### config.mk
export PLATFORM = sky130hd
export DESIGN_NAME = largest_empty_rectangle_flat
export DESIGN_NICKNAME = d
export VERILOG_FILES = /design/src/rtl/core/lrect_pkg.sv /design/src/rtl/core/lrect_cell_if.sv /design/src/rtl/core/lrect_area_if.sv /design/src/rtl/core/largest_empty_rectangle.sv /design/src/rtl/core/lrect_ctrl.sv /design/src/rtl/core/lrect_datapath.sv /design/src/flat_wrapper.sv
export SDC_FILE = /design/constraint.sdc
export NUM_CORES = 2
export LEC_CHECK = 0
export BUFFER_PORTS_ARGS = -buffer_cell sky130_fd_sc_hd__buf_2
export CAP_MARGIN = 25
export CORE_MARGIN = 5
export CORE_UTILIZATION = 45
export CTS_CLUSTER_SIZE = 10
export DETAILED_ROUTE_END_ITERATION = 10
export GPL_TIMING_DRIVEN = 1
export PLACE_DENSITY = 0.59
export SLEW_MARGIN = 25
export SYNTH_ARGS = -nofsm -noshare
export SYNTH_HDL_FRONTEND = slang
export SYNTH_HIERARCHICAL = 1
export SYNTH_SLANG_ARGS = --single-unit
### constraint.sdc
create_clock -name clk -period 12.5 [get_ports clk]
set_clock_uncertainty 0.1 [all_clocks]
set_input_delay 0.625 -clock clk [delete_from_list [all_inputs] [get_ports clk]]
set_output_delay 0.625 -clock clk [all_outputs]
set_load 0.05 [all_outputs]
### src/rtl/core/lrect_pkg.sv
// Shared constants, types and command/status structs for the largest empty rectangle block.
package lrect_pkg;

    // Grid geometry and value widths.
    localparam int MAX_COLS   = 128;
    localparam int MAX_HEIGHT = 255;
    localparam int COL_W      = $clog2(MAX_COLS);
    localparam int DEPTH_W    = COL_W + 1;
    localparam int HEIGHT_W   = $clog2(MAX_HEIGHT + 1);
    localparam int AREA_W     = 15;
    localparam int CFG_W      = 8;
    localparam int SPAN_W     = COL_W + 1;
    localparam int PROD_W     = HEIGHT_W + SPAN_W;
    localparam int CMP_W      = (CFG_W > DEPTH_W) ? CFG_W : DEPTH_W;
    localparam int ENTRY_W    = HEIGHT_W + COL_W;

    // Saturation limit of a reported area.
    localparam logic [AREA_W-1:0] AREA_SAT = {AREA_W{1'b1}};

    // Commands from the controller to the datapath.
    typedef struct packed {
        logic accept;     // take the input item and read its column height
        logic load;       // form the new height and write it back
        logic pop_scan;   // pop the top against the current column
        logic pop_flush;  // pop the top against the right edge of the row
        logic refill;     // move the registered stack read into the top
        logic push;       // push the new run and advance the column
        logic emit;       // load the result register and clear the grid
    } lrect_cmd_t;

    // Status from the datapath to the controller.
    typedef struct packed {
        logic stack_empty;
        logic top_ge;     // top height is at least the new height
        logic row_end;    // this cell closes its row
        logic last;       // this cell closes the grid
        logic out_free;   // result register can take a new item
    } lrect_status_t;

endpackage

### src/rtl/core/lrect_cell_if.sv
// Input channel carrying one grid cell per item.
interface lrect_cell_if;
    logic valid;
    logic ready;
    logic cell_blocked;
    logic last_cell;

    modport source (output valid, output cell_blocked, output last_cell, input ready);
    modport sink (input valid, input cell_blocked, input last_cell, output ready);
endinterface

### src/rtl/core/lrect_area_if.sv
// Output channel carrying the best area of a finished grid.
interface lrect_area_if;
    logic                         valid;
    logic                         ready;
    logic [lrect_pkg::AREA_W-1:0] best_area;

    modport source (output valid, output best_area, input ready);
    modport sink (input valid, input best_area, output ready);
endinterface

### src/rtl/core/largest_empty_rectangle.sv
// Per cell: accept, height load and stack scan, where each pop of the stack adds a refill step;
// a row end adds a flush, which pops and refills once per stacked entry. Each pushed run is popped
// once, and in one-column rows every cell also pays its row-end check and flush.
// The best area reaches the result register from the emit state, which follows the last flush step;
// that emit step waits while the previous result is still held. The next grid may start then.
// Reset: asynchronous active low; heights, stack, column index and best area clear; row width = MAX_COLS.
module largest_empty_rectangle (
    input  logic                        clk,
    input  logic                        rst_n,
    lrect_cell_if.sink                  cells,
    lrect_area_if.source                result,
    input  logic                        cfg_write,
    input  logic [lrect_pkg::CFG_W-1:0] cfg_data
);

    lrect_pkg::lrect_cmd_t    cmd;
    lrect_pkg::lrect_status_t status;

    // Sequencer.
    lrect_ctrl u_ctrl (
        .clk      (clk),
        .rst_n    (rst_n),
        .in_valid (cells.valid),
        .in_ready (cells.ready),
        .status   (status),
        .cmd      (cmd)
    );

    // Storage and arithmetic.
    lrect_datapath u_datapath (
        .clk          (clk),
        .rst_n        (rst_n),
        .cell_blocked (cells.cell_blocked),
        .last_cell    (cells.last_cell),
        .cfg_write    (cfg_write),
        .cfg_data     (cfg_data),
        .cmd          (cmd),
        .status       (status),
        .out_valid    (result.valid),
        .out_ready    (result.ready),
        .out_area     (result.best_area)
    );

endmodule

### src/rtl/core/lrect_ctrl.sv
// Sequencer that steps each cell through height update, stack scan and row flush, then emits at a grid end.
module lrect_ctrl (
    input  logic                     clk,
    input  logic                     rst_n,
    input  logic                     in_valid,
    output logic                     in_ready,
    input  lrect_pkg::lrect_status_t status,
    output lrect_pkg::lrect_cmd_t    cmd
);

    typedef enum logic [6:0] {
        S_IDLE    = 7'b0000001,
        S_LOAD    = 7'b0000010,
        S_SCAN    = 7'b0000100,
        S_REFILL  = 7'b0001000,
        S_FLUSH   = 7'b0010000,
        S_FREFILL = 7'b0100000,
        S_EMIT    = 7'b1000000
    } state_t;

    state_t state_reg;
    state_t state_next;

    // State register.
    always_ff @(posedge clk or negedge rst_n)
    begin
        if (!rst_n)
        begin
            state_reg <= S_IDLE;
        end
        else
        begin
            state_reg <= state_next;
        end
    end

    // Next state and command decode.
    always_comb
    begin
        state_next = state_reg;
        cmd        = '0;
        in_ready   = 1'b0;
        unique case (state_reg)
            S_IDLE:
            begin
                in_ready = 1'b1;
                if (in_valid)
                begin
                    cmd.accept = 1'b1;
                    state_next = S_LOAD;
                end
            end
            S_LOAD:
            begin
                cmd.load   = 1'b1;
                state_next = S_SCAN;
            end
            S_SCAN:
            begin
                if (!status.stack_empty && status.top_ge)
                begin
                    cmd.pop_scan = 1'b1;
                    state_next   = S_REFILL;
                end
                else
                begin
                    cmd.push = 1'b1;
                    if (status.row_end || status.last)
                    begin
                        state_next = S_FLUSH;
                    end
                    else
                    begin
                        state_next = S_IDLE;
                    end
                end
            end
            S_REFILL:
            begin
                cmd.refill = 1'b1;
                state_next = S_SCAN;
            end
            S_FLUSH:
            begin
                if (!status.stack_empty)
                begin
                    cmd.pop_flush = 1'b1;
                    state_next    = S_FREFILL;
                end
                else if (status.last)
                begin
                    state_next = S_EMIT;
                end
                else
                begin
                    state_next = S_IDLE;
                end
            end
            S_FREFILL:
            begin
                cmd.refill = 1'b1;
                state_next = S_FLUSH;
            end
            S_EMIT:
            begin
                if (status.out_free)
                begin
                    cmd.emit   = 1'b1;
                    state_next = S_IDLE;
                end
            end
            default:
            begin
                state_next = S_IDLE;
            end
        endcase
    end

endmodule

### src/rtl/core/lrect_datapath.sv
// Column height memory, run stack with cached top, area tracking and result register.
module lrect_datapath (
    input  logic                               clk,
    input  logic                               rst_n,
    input  logic                               cell_blocked,
    input  logic                               last_cell,
    input  logic                               cfg_write,
    input  logic [lrect_pkg::CFG_W-1:0]        cfg_data,
    input  lrect_pkg::lrect_cmd_t              cmd,
    output lrect_pkg::lrect_status_t           status,
    output logic                               out_valid,
    input  logic                               out_ready,
    output logic [lrect_pkg::AREA_W-1:0]       out_area
);

    // Memories.
    logic [lrect_pkg::HEIGHT_W-1:0] height_mem [lrect_pkg::MAX_COLS];
    logic [lrect_pkg::ENTRY_W-1:0]  stack_mem [lrect_pkg::MAX_COLS];

    // Registers.
    logic [lrect_pkg::MAX_COLS-1:0] hvalid_reg;
    logic [lrect_pkg::HEIGHT_W-1:0] hq_reg;
    logic [lrect_pkg::ENTRY_W-1:0]  sq_reg;
    logic                           blocked_reg;
    logic                           last_reg;
    logic [lrect_pkg::COL_W-1:0]    col_reg;
    logic [lrect_pkg::COL_W-1:0]    colidx_reg;
    logic [lrect_pkg::COL_W-1:0]    colidx_next;
    logic [lrect_pkg::HEIGHT_W-1:0] h_reg;
    logic [lrect_pkg::HEIGHT_W-1:0] h_next;
    logic [lrect_pkg::COL_W-1:0]    start_reg;
    logic [lrect_pkg::HEIGHT_W-1:0] top_h_reg;
    logic [lrect_pkg::COL_W-1:0]    top_s_reg;
    logic [lrect_pkg::DEPTH_W-1:0]  depth_reg;
    logic [lrect_pkg::AREA_W-1:0]   area_reg;
    logic [lrect_pkg::AREA_W-1:0]   area_next;
    logic [lrect_pkg::CFG_W-1:0]    width_reg;
    logic                           out_valid_reg;
    logic [lrect_pkg::AREA_W-1:0]   out_area_reg;

    // Combinational helpers.
    logic [lrect_pkg::HEIGHT_W-1:0] h_base;
    logic [lrect_pkg::CMP_W-1:0]    eff_width;
    logic [lrect_pkg::CMP_W-1:0]    col_plus;
    logic [lrect_pkg::SPAN_W-1:0]   right_edge;
    logic [lrect_pkg::SPAN_W-1:0]   span;
    logic [lrect_pkg::PROD_W-1:0]   product;
    logic [lrect_pkg::AREA_W-1:0]   offered;
    logic                           do_push;
    logic [lrect_pkg::COL_W-1:0]    push_idx;
    logic [lrect_pkg::COL_W-1:0]    read_idx;

    // Effective row width: zero acts as one, anything wide acts as the full grid.
    always_comb
    begin
        eff_width = lrect_pkg::CMP_W'(width_reg);
        if (width_reg == '0)
        begin
            eff_width = lrect_pkg::CMP_W'(1);
        end
        else if (lrect_pkg::CMP_W'(width_reg) > lrect_pkg::CMP_W'(lrect_pkg::MAX_COLS))
        begin
            eff_width = lrect_pkg::CMP_W'(lrect_pkg::MAX_COLS);
        end
    end

    assign col_plus = lrect_pkg::CMP_W'(col_reg) + lrect_pkg::CMP_W'(1);

    // New column height, saturating.
    always_comb
    begin
        h_base = hvalid_reg[col_reg] ? hq_reg : '0;
        if (blocked_reg)
        begin
            h_next = '0;
        end
        else if (h_base < lrect_pkg::HEIGHT_W'(lrect_pkg::MAX_HEIGHT))
        begin
            h_next = h_base + lrect_pkg::HEIGHT_W'(1);
        end
        else
        begin
            h_next = h_base;
        end
    end

    // Area offered by the popped top, against the column or the row edge.
    always_comb
    begin
        right_edge = cmd.pop_flush ? (lrect_pkg::SPAN_W'(col_reg) + lrect_pkg::SPAN_W'(1))
                                   : lrect_pkg::SPAN_W'(col_reg);
        span    = right_edge - lrect_pkg::SPAN_W'(top_s_reg);
        product = lrect_pkg::PROD_W'(top_h_reg) * lrect_pkg::PROD_W'(span);
        if (product > lrect_pkg::PROD_W'(lrect_pkg::AREA_SAT))
        begin
            offered = lrect_pkg::AREA_SAT;
        end
        else
        begin
            offered = product[lrect_pkg::AREA_W-1:0];
        end
        area_next = area_reg;
        if ((cmd.pop_scan || cmd.pop_flush) && (offered > area_reg))
        begin
            area_next = offered;
        end
    end

    // Push decision, stack addresses and next column index.
    always_comb
    begin
        do_push  = cmd.push && (h_reg != '0) &&
                   (depth_reg < lrect_pkg::DEPTH_W'(lrect_pkg::MAX_COLS));
        push_idx = lrect_pkg::COL_W'(depth_reg - lrect_pkg::DEPTH_W'(1));
        read_idx = lrect_pkg::COL_W'(depth_reg - lrect_pkg::DEPTH_W'(2));
        if (last_reg || (col_plus >= eff_width))
        begin
            colidx_next = '0;
        end
        else
        begin
            colidx_next = col_reg + lrect_pkg::COL_W'(1);
        end
    end

    // Column height memory with registered read.
    always_ff @(posedge clk)
    begin
        if (cmd.accept)
        begin
            hq_reg <= height_mem[colidx_reg];
        end
        if (cmd.load)
        begin
            height_mem[col_reg] <= h_next;
        end
    end

    // Run stack memory holding every entry below the cached top.
    always_ff @(posedge clk)
    begin
        if (cmd.pop_scan || cmd.pop_flush)
        begin
            sq_reg <= stack_mem[read_idx];
        end
        if (do_push && (depth_reg != '0))
        begin
            stack_mem[push_idx] <= {top_h_reg, top_s_reg};
        end
    end

    // Payload registers for the cell in flight and the cached top.
    always_ff @(posedge clk)
    begin
        if (cmd.accept)
        begin
            blocked_reg <= cell_blocked;
            last_reg    <= last_cell;
            col_reg     <= colidx_reg;
        end
        if (cmd.load)
        begin
            h_reg     <= h_next;
            start_reg <= col_reg;
        end
        else if (cmd.pop_scan)
        begin
            start_reg <= top_s_reg;
        end
        if (do_push)
        begin
            top_h_reg <= h_reg;
            top_s_reg <= start_reg;
        end
        else if (cmd.refill)
        begin
            top_h_reg <= sq_reg[lrect_pkg::ENTRY_W-1:lrect_pkg::COL_W];
            top_s_reg <= sq_reg[lrect_pkg::COL_W-1:0];
        end
        if (cmd.emit)
        begin
            out_area_reg <= area_reg;
        end
    end

    // Control state: valid bits, depth, column index, best area, width, result valid.
    always_ff @(posedge clk or negedge rst_n)
    begin
        if (!rst_n)
        begin
            hvalid_reg    <= '0;
            depth_reg     <= '0;
            colidx_reg    <= '0;
            area_reg      <= '0;
            width_reg     <= lrect_pkg::CFG_W'(lrect_pkg::MAX_COLS);
            out_valid_reg <= 1'b0;
        end
        else
        begin
            if (cfg_write)
            begin
                width_reg <= cfg_data;
            end
            if (cmd.emit)
            begin
                hvalid_reg <= '0;
                depth_reg  <= '0;
                colidx_reg <= '0;
                area_reg   <= '0;
            end
            else
            begin
                if (cmd.load)
                begin
                    hvalid_reg[col_reg] <= 1'b1;
                end
                if (cmd.pop_scan || cmd.pop_flush)
                begin
                    depth_reg <= depth_reg - lrect_pkg::DEPTH_W'(1);
                end
                else if (do_push)
                begin
                    depth_reg <= depth_reg + lrect_pkg::DEPTH_W'(1);
                end
                if (cmd.push)
                begin
                    colidx_reg <= colidx_next;
                end
                area_reg <= area_next;
            end
            if (cmd.emit)
            begin
                out_valid_reg <= 1'b1;
            end
            else if (out_ready)
            begin
                out_valid_reg <= 1'b0;
            end
        end
    end

    // Status toward the controller.
    always_comb
    begin
        status.stack_empty = (depth_reg == '0);
        status.top_ge      = (top_h_reg >= h_reg);
        status.row_end     = (col_plus >= eff_width);
        status.last        = last_reg;
        status.out_free    = !out_valid_reg || out_ready;
    end

    assign out_valid = out_valid_reg;
    assign out_area  = out_area_reg;

endmodule

### src/flat_wrapper.sv
// flat-port wrapper written by rule: the top's interface ports become plain ports
module largest_empty_rectangle_flat 
  (clk, rst_n, cfg_write, cfg_data, cells_valid, cells_cell_blocked, cells_last_cell, cells_ready, result_valid, result_best_area, result_ready);
  lrect_cell_if cells_i ();
  lrect_area_if result_i ();
  input  logic clk;
  input  logic rst_n;
  input  logic cfg_write;
  input  logic [lrect_pkg::CFG_W-1:0] cfg_data;
  input wire logic [$bits(cells_i.valid)-1:0] cells_valid;
  input wire logic [$bits(cells_i.cell_blocked)-1:0] cells_cell_blocked;
  input wire logic [$bits(cells_i.last_cell)-1:0] cells_last_cell;
  output wire logic [$bits(cells_i.ready)-1:0] cells_ready;
  output wire logic [$bits(result_i.valid)-1:0] result_valid;
  output wire logic [$bits(result_i.best_area)-1:0] result_best_area;
  input wire logic [$bits(result_i.ready)-1:0] result_ready;
  assign cells_i.valid = cells_valid;
  assign cells_i.cell_blocked = cells_cell_blocked;
  assign cells_i.last_cell = cells_last_cell;
  assign cells_ready = cells_i.ready;
  assign result_valid = result_i.valid;
  assign result_best_area = result_i.best_area;
  assign result_i.ready = result_ready;
  largest_empty_rectangle u_core (.clk(clk), .rst_n(rst_n), .cells(cells_i), .result(result_i), .cfg_write(cfg_write), .cfg_data(cfg_data));
endmodule
# Word-level counts from Yosys, hierarchy flattened

Memories as Yosys holds them, arrays and structs flattened. A register that Yosys moved wholly into a read port is not among the register bits.
Index checks and enable logic that the tools add are counted.
W data, S select, Z words.

Bits of input ports: 15
Output and inout port bits: 17
Register bits: 228
Word-level logic and storage cells: 122
Memory bits (writable): 2944
Memories: 2

Memories:

| name                         | words | bits a word | read ports | clocked after memory_dff | wr ports | line                 | source |
|---|---|---|---|---|---|---|---|
| u_core.u_datapath.stack_mem  | 128   | 15          | 1          | 1                        | 1        | lrect_datapath.sv:18 | `logic [lrect_pkg::ENTRY_W-1:0] stack_mem [lrect_pkg::MAX_COLS];` |
| u_core.u_datapath.height_mem | 128   | 8           | 1          | 1                        | 1        | lrect_datapath.sv:17 | `logic [lrect_pkg::HEIGHT_W-1:0] height_mem [lrect_pkg::MAX_COLS];` |

Magnitude comparators: 9
Mux-type cells: 53
Equality and inequality tests: 9
Reductions and logical operators: 25
Add/sub/neg operators: 7
Multipliers: 1
Bitwise gates (word level): 1

Operator list:

| cell                   | number |
|---|---|
| $mux W128              | 2 |
| $or A128 B128 Y128     | 1 |
| $mux W8                | 11 |
| $mux W7                | 12 |
| $mux W15               | 3 |
| $pmux W7 S6            | 1 |
| $mux W1                | 21 |
| $add A8 B1 Y8 const B  | 2 |
| $ge A8 B8 Y1           | 2 |
| $gt A16 B15 Y1 const B | 1 |
| $logic_not A8 Y1       | 2 |
| $lt A8 B8 Y1 const B   | 2 |
| $mul A8 B8 Y16         | 1 |
| $reduce_bool A8 Y1     | 2 |
| $gt A15 B15 Y1         | 1 |
| $reduce_bool A2 Y1     | 6 |
| $add A7 B1 Y8 const B  | 1 |
| $gt A8 B8 Y1 const B   | 1 |
| $lt A7 B8 Y1 const B   | 1 |
| $sub A8 B1 Y8 const B  | 1 |
| $sub A8 B7 Y8          | 1 |
| $add A7 B1 Y7 const B  | 1 |
| $bmux W1 S7            | 1 |
| $demux W1 S7           | 1 |
| 18 further kinds       | 27 |

# Longest topological paths before layout

Depth after elaboration: 12
Depth in mapped cells: 46
Mapped depth without buffers: 41

# Modules after synthesis

Netlist, hierarchy kept.

Modules (own cells, without submodules):

| module         | cells each | area an instance (um^2) | times used | sequential area each (um^2) |
|---|---|---|---|---|
| lrect_datapath | 5737       | 126023.4                | 1          | 94897.3 |
| lrect_ctrl     | 50         | 456.7                   | 1          | 176.4 |

# Worst setup path before layout

Ideal clock, no wire load.

Path type: reg2reg
Start: register u_core/u_datapath/depth_reg[1] (netlist bit)
End: register u_core/u_datapath/area_reg[12] (netlist bit)
Clock period less this slack: 9763 ps
Path buffers: 6
Setup time: 99 ps
Cell stages (with the launch flop): 42
Setup slack: 2737 ps
Data arrival time: 9563 ps
Required time: 12301 ps
Cells stage by stage: dfrtp_1 clkbuf_1 clkbuf_1 clkbuf_1 inv_1 ha_1 nor4b_1 nor2_1 clkbuf_1 mux2_2 ha_1 nor2b_1 o21ai_0 a21boi_0 o21ai_0 a21boi_0 o21a_1 nor3_1 [6 not listed] fa_1 inv_1 ha_1 inv_1 o21a_1 o31ai_1 a21oi_1 xor2_1 clkbuf_1 nand2_1 ha_1 nand4_1 or2_2 a211o_1 a21oi_1 clkbuf_1 nor2_1 a311oi_1

RTL lines:

| element                  | line                  | source |
|---|---|---|
| start: declaration       | lrect_datapath.sv:34  | `logic [lrect_pkg::DEPTH_W-1:0] depth_reg;` |
| start signal: assignment | lrect_datapath.sv:219 | `depth_reg <= depth_reg - lrect_pkg::DEPTH_W'(1);` |
| start signal: assignment | lrect_datapath.sv:223 | `depth_reg <= depth_reg + lrect_pkg::DEPTH_W'(1);` |
| end signal: assignment   | lrect_datapath.sv:229 | `area_reg <= area_next;` |
| end: declaration         | lrect_datapath.sv:35  | `logic [lrect_pkg::AREA_W-1:0] area_reg;` |

==> flow_summary.ini <==
[power_and_ir_drop]
leakagePower_nw = 45.64
vdd_drop_max_uv = 364.7
power_per_cell_area_mw_per_mm2 = 233.3

[critical_path]
crit_type = register to register
end_kind = register
required_ns = 13.18
critPathMaxStageDelay_ns = 0.87
worst_path_most_repeated_cell = inv_1
crit_fanout = 41
critPathSlowestCell = dfrtp_4
cp-start-kind = register
crit_buf_inv = 5
worst_ep_arrival_time_ns = 11.82
cp_top_family = adder cells

[placed_design]
place.gp.congestion = 0.8279
placed_area_mm2 = 0.1321
io_buffers = 31
hpwl_um = 179900

[layout]
fin_area_mm2 = 0.1428
nFillCells = 22030
largest_reg_flops = 1920
synthToLayoutAreaGrowth_pct = 12.94
layout-drive-gt1-share_pct = 28.17
fin_nets = 6285

[synthesis]
ys.flop_type = edfxtp_1
synthTopCellsByCount = 3021 x edfxtp_1, 999 x mux4_2, 597 x nor2_1, 172 x dfrtp_1, 171 x clkbuf_1
ys_warn_count = 6
seq_area_frac_synth_pct = 75.17
yosysTopAreaCell = edfxtp_1
syn_nets = 5921
synth.cell_area_mm2 = 0.1265
yosysMostFrequentCell = edfxtp_1
ys_seq_elements = 3195
ys_top_cells_by_area = edfxtp_1 72%, mux4_2 18%, dfrtp_1 3.4%, nor2_1 1.8%, ha_1 0.81%
yosysTopAreaCellShare_pct = 71.72
syn_area_per_cell_um2 = 21.86
netlist_instances = 5787
synth_edf_count = 3021
yosysUniqueCellTypes = 56
async_flop_share_pct = 5.446

[route]
wire_per_inst_um = 30.10
ant_nets = 0
via_per_inst = 5.949
finalWirelength_um = 303300
drc = 0
first_iter_violations = 6835
firstDrtPassIters = 6
num_vias = 59950

[timing]
finalSetupViolCount = 0
grt_setup_unrepaired = no
fin_crit_ns = 11.15
tightest_slew_ns = 1.132
hold_viol_final = 0
relSlewSlack_pct = 24.23
slew_violations = 0
setup_tns_ns = 0
fin_crit_sh_pct = 89.18
fmax_ghz = 0.08970

[global_routing]
grt_max_degree = 109
grtUsageTotal_pct = 20.61
antenna_found_initial = 13
grt_overflow = 0
grt_pass1_wl_um = 442000
grt_pass1_vias = 60290

[clock_network]
ctsLongestPathBuffers = 4
clk_pin_slew_worst_paths_ns = 0.06
cts_root_buffer = clkbuf_16
ctsHoldBuffers = 21
numCtsBuffers = 366
h-tree-depth = 5
clock_latency_ns = 0.92
post_cts_buffers = 0
cts_resized = 0
cts_tree = built
cts_sinks = 3195

[floorplanning]
num_rows = 194
dieArea_mm2 = 0.2918
die_height_um = 540.2
die_x_um = 540.2
core_mm2 = 0.2796
io_pins = 32
start_util_pct = 45.23

[hold_path]
holdCritPathClass = input pin to asynchronous set/reset pin

[outcome]
status = finished, final reports clean

[run]
max_cap_viol_count = 0
[per-layer routing]
| metal | routed length (um) | up-vias | GRT usage, % |
|---|---|---|---|
| li1 | - | 24570 | - |
| met1 | 132600 | 32750 | 31.44 |
| met2 | 143600 | 2198 | 32.02 |
| met3 | 20020 | 429 | 2.731 |
| met4 | 7056 | 2 | 4.890 |
| met5 | 20 | - | 0 |
[metrics by stage]
stage | instances | setup slack (ns) | hold slack, ns | utilization (%) | power [W]
finish | 10080 | 1.352 | 0.1808 | 51.08 | 0.03333
global route | 10080 | 0.6205 | 0.1807 | 51.08 | 0.03481
CTS | 10070 | 1.054 | 0.1001 | 51.05 | 0.03369
detailed placement | 9484 | 1.145 | 0.3733 | 47.24 | 0.02411
global placement | 9483 | 1.120 | 0.3687 | 47.22 | 0.02403
floorplan | 5787 | 2.737 | 0.2294 | - | 0.02004
[area by class of cell]
type	count	area (um^2)	share of cell area [%]
Antenna cell	3	7.507	0.005255
Clock buffer	532	9968	6.978
Clock inverter	35	454.2	0.3180
Inverter	101	379.1	0.2654
Multi-Input combinational cell	2203	30060	21.05
Sequential cell	3195	95100	66.57
Tap cell	3724	4659	3.262
Timing Repair Buffer	284	2220	1.554
[worst reg2reg max path: cells and delay by family, from the launching register on]
family / cells / cell delay, ns
multiplexers: 1 / 0.44
flip-flops: 1 / 0.87
XOR/XNOR: 1 / 0.58
AO/OA/AOI/OAI: 12 / 3.03
adder cells (fa/ha/maj): 8 / 3.11
AND/OR/NAND/NOR: 8 / 2.40
buffers and inverters: 5 / 0.52
[layout by cell type (no fill, tap or decap), types with 6 or more instances in the layout]
cell / netlist / routed
edfxtp_1: 3021 / 3021
mux4_2: 999 / 999
nor2_1: 597 / 563
clkbuf_16: 0 / 371
buf_4: 4 / 220
dfrtp_1: 172 / 165
clkbuf_1: 171 / 153
inv_1: 99 / 99
nand2_1: 87 / 85
ha_1: 82 / 81
mux2_2: 49 / 49
and2_1: 48 / 48
fa_1: 37 / 37
buf_2: 79 / 30
xnor2_1: 28 / 26
nor2_2: 0 / 26
nor2b_1: 24 / 24
a21oi_1: 27 / 23
o21ai_0: 22 / 22
dlygate4sd3_1: 0 / 21
nand3_1: 25 / 21
xor2_1: 20 / 18
a211oi_1: 15 / 15
nand2b_1: 14 / 14
a21o_1: 14 / 14
o21a_1: 13 / 13
clkinv_1: 2 / 10
clkbuf_8: 0 / 9
nand4_1: 9 / 9
inv_6: 0 / 8
nor2_4: 0 / 8
a22oi_1: 8 / 8
or2_2: 7 / 7
a32o_1: 7 / 7
a311oi_1: 7 / 7
buf_6: 3 / 7
o22ai_1: 6 / 6
nor3_1: 7 / 6
o31ai_1: 6 / 6
[final timing paths]
| path | startpoint | end | slack, ns | depth (start not counted) |
|---|---|---|---|---|
| worst max-delay path | u_core/u_datapath/depth_reg[1]$_DFFE_PN0P_ | u_core/u_datapath/area_reg[12]$_DFFE_PN0P_ | 1.35 | 35 |
| worst min-delay path | rst_n | u_core/u_datapath/area_reg[4]$_DFFE_PN0P_ | 0.18 | 2 |
| worst max register to register | u_core/u_datapath/depth_reg[1]$_DFFE_PN0P_ | u_core/u_datapath/area_reg[12]$_DFFE_PN0P_ | 1.35 | 35 |
| worst min register to register | u_core/u_datapath/area_reg[2]$_DFFE_PN0P_ | u_core/u_datapath/out_area[2]$_DFFE_PP_ | 0.39 | 0 |
| max in group asynchronous | rst_n | u_core/u_datapath/hvalid_reg[50]$_DFFE_PN0P_ | 9.84 | 4 |
| min in group clk | result_ready | u_core/u_datapath/out_valid$_DFFE_PN0P_ | 0.19 | 3 |
[where the power goes]
part | switching (W) | total [W] | leakage, nW | internal, W
logic | 0.00658 | 0.0114 | 10.6 | 0.00477
registers | 0.000286 | 0.0125 | 30.1 | 0.0122
clock network | 0.00400 | 0.00952 | 5.02 | 0.00552
total | 0.0109 | 0.0333 | 45.6 | 0.0225
[logic make-up after synthesis]
kind of cell             Yosys count  share of synthesized area [%]
flip-flops                      3195                          75.17
buffers and inverters            389                          1.262
adder cells (fa/ha/maj)          119                          1.397
XOR/XNOR                          48                         0.3324
multiplexers                    1050                          18.24
AO/OA/AOI/OAI                    142                         0.7617
AND/OR/NAND/NOR                  844                          2.837
Power figures use the tool's default switching activity.
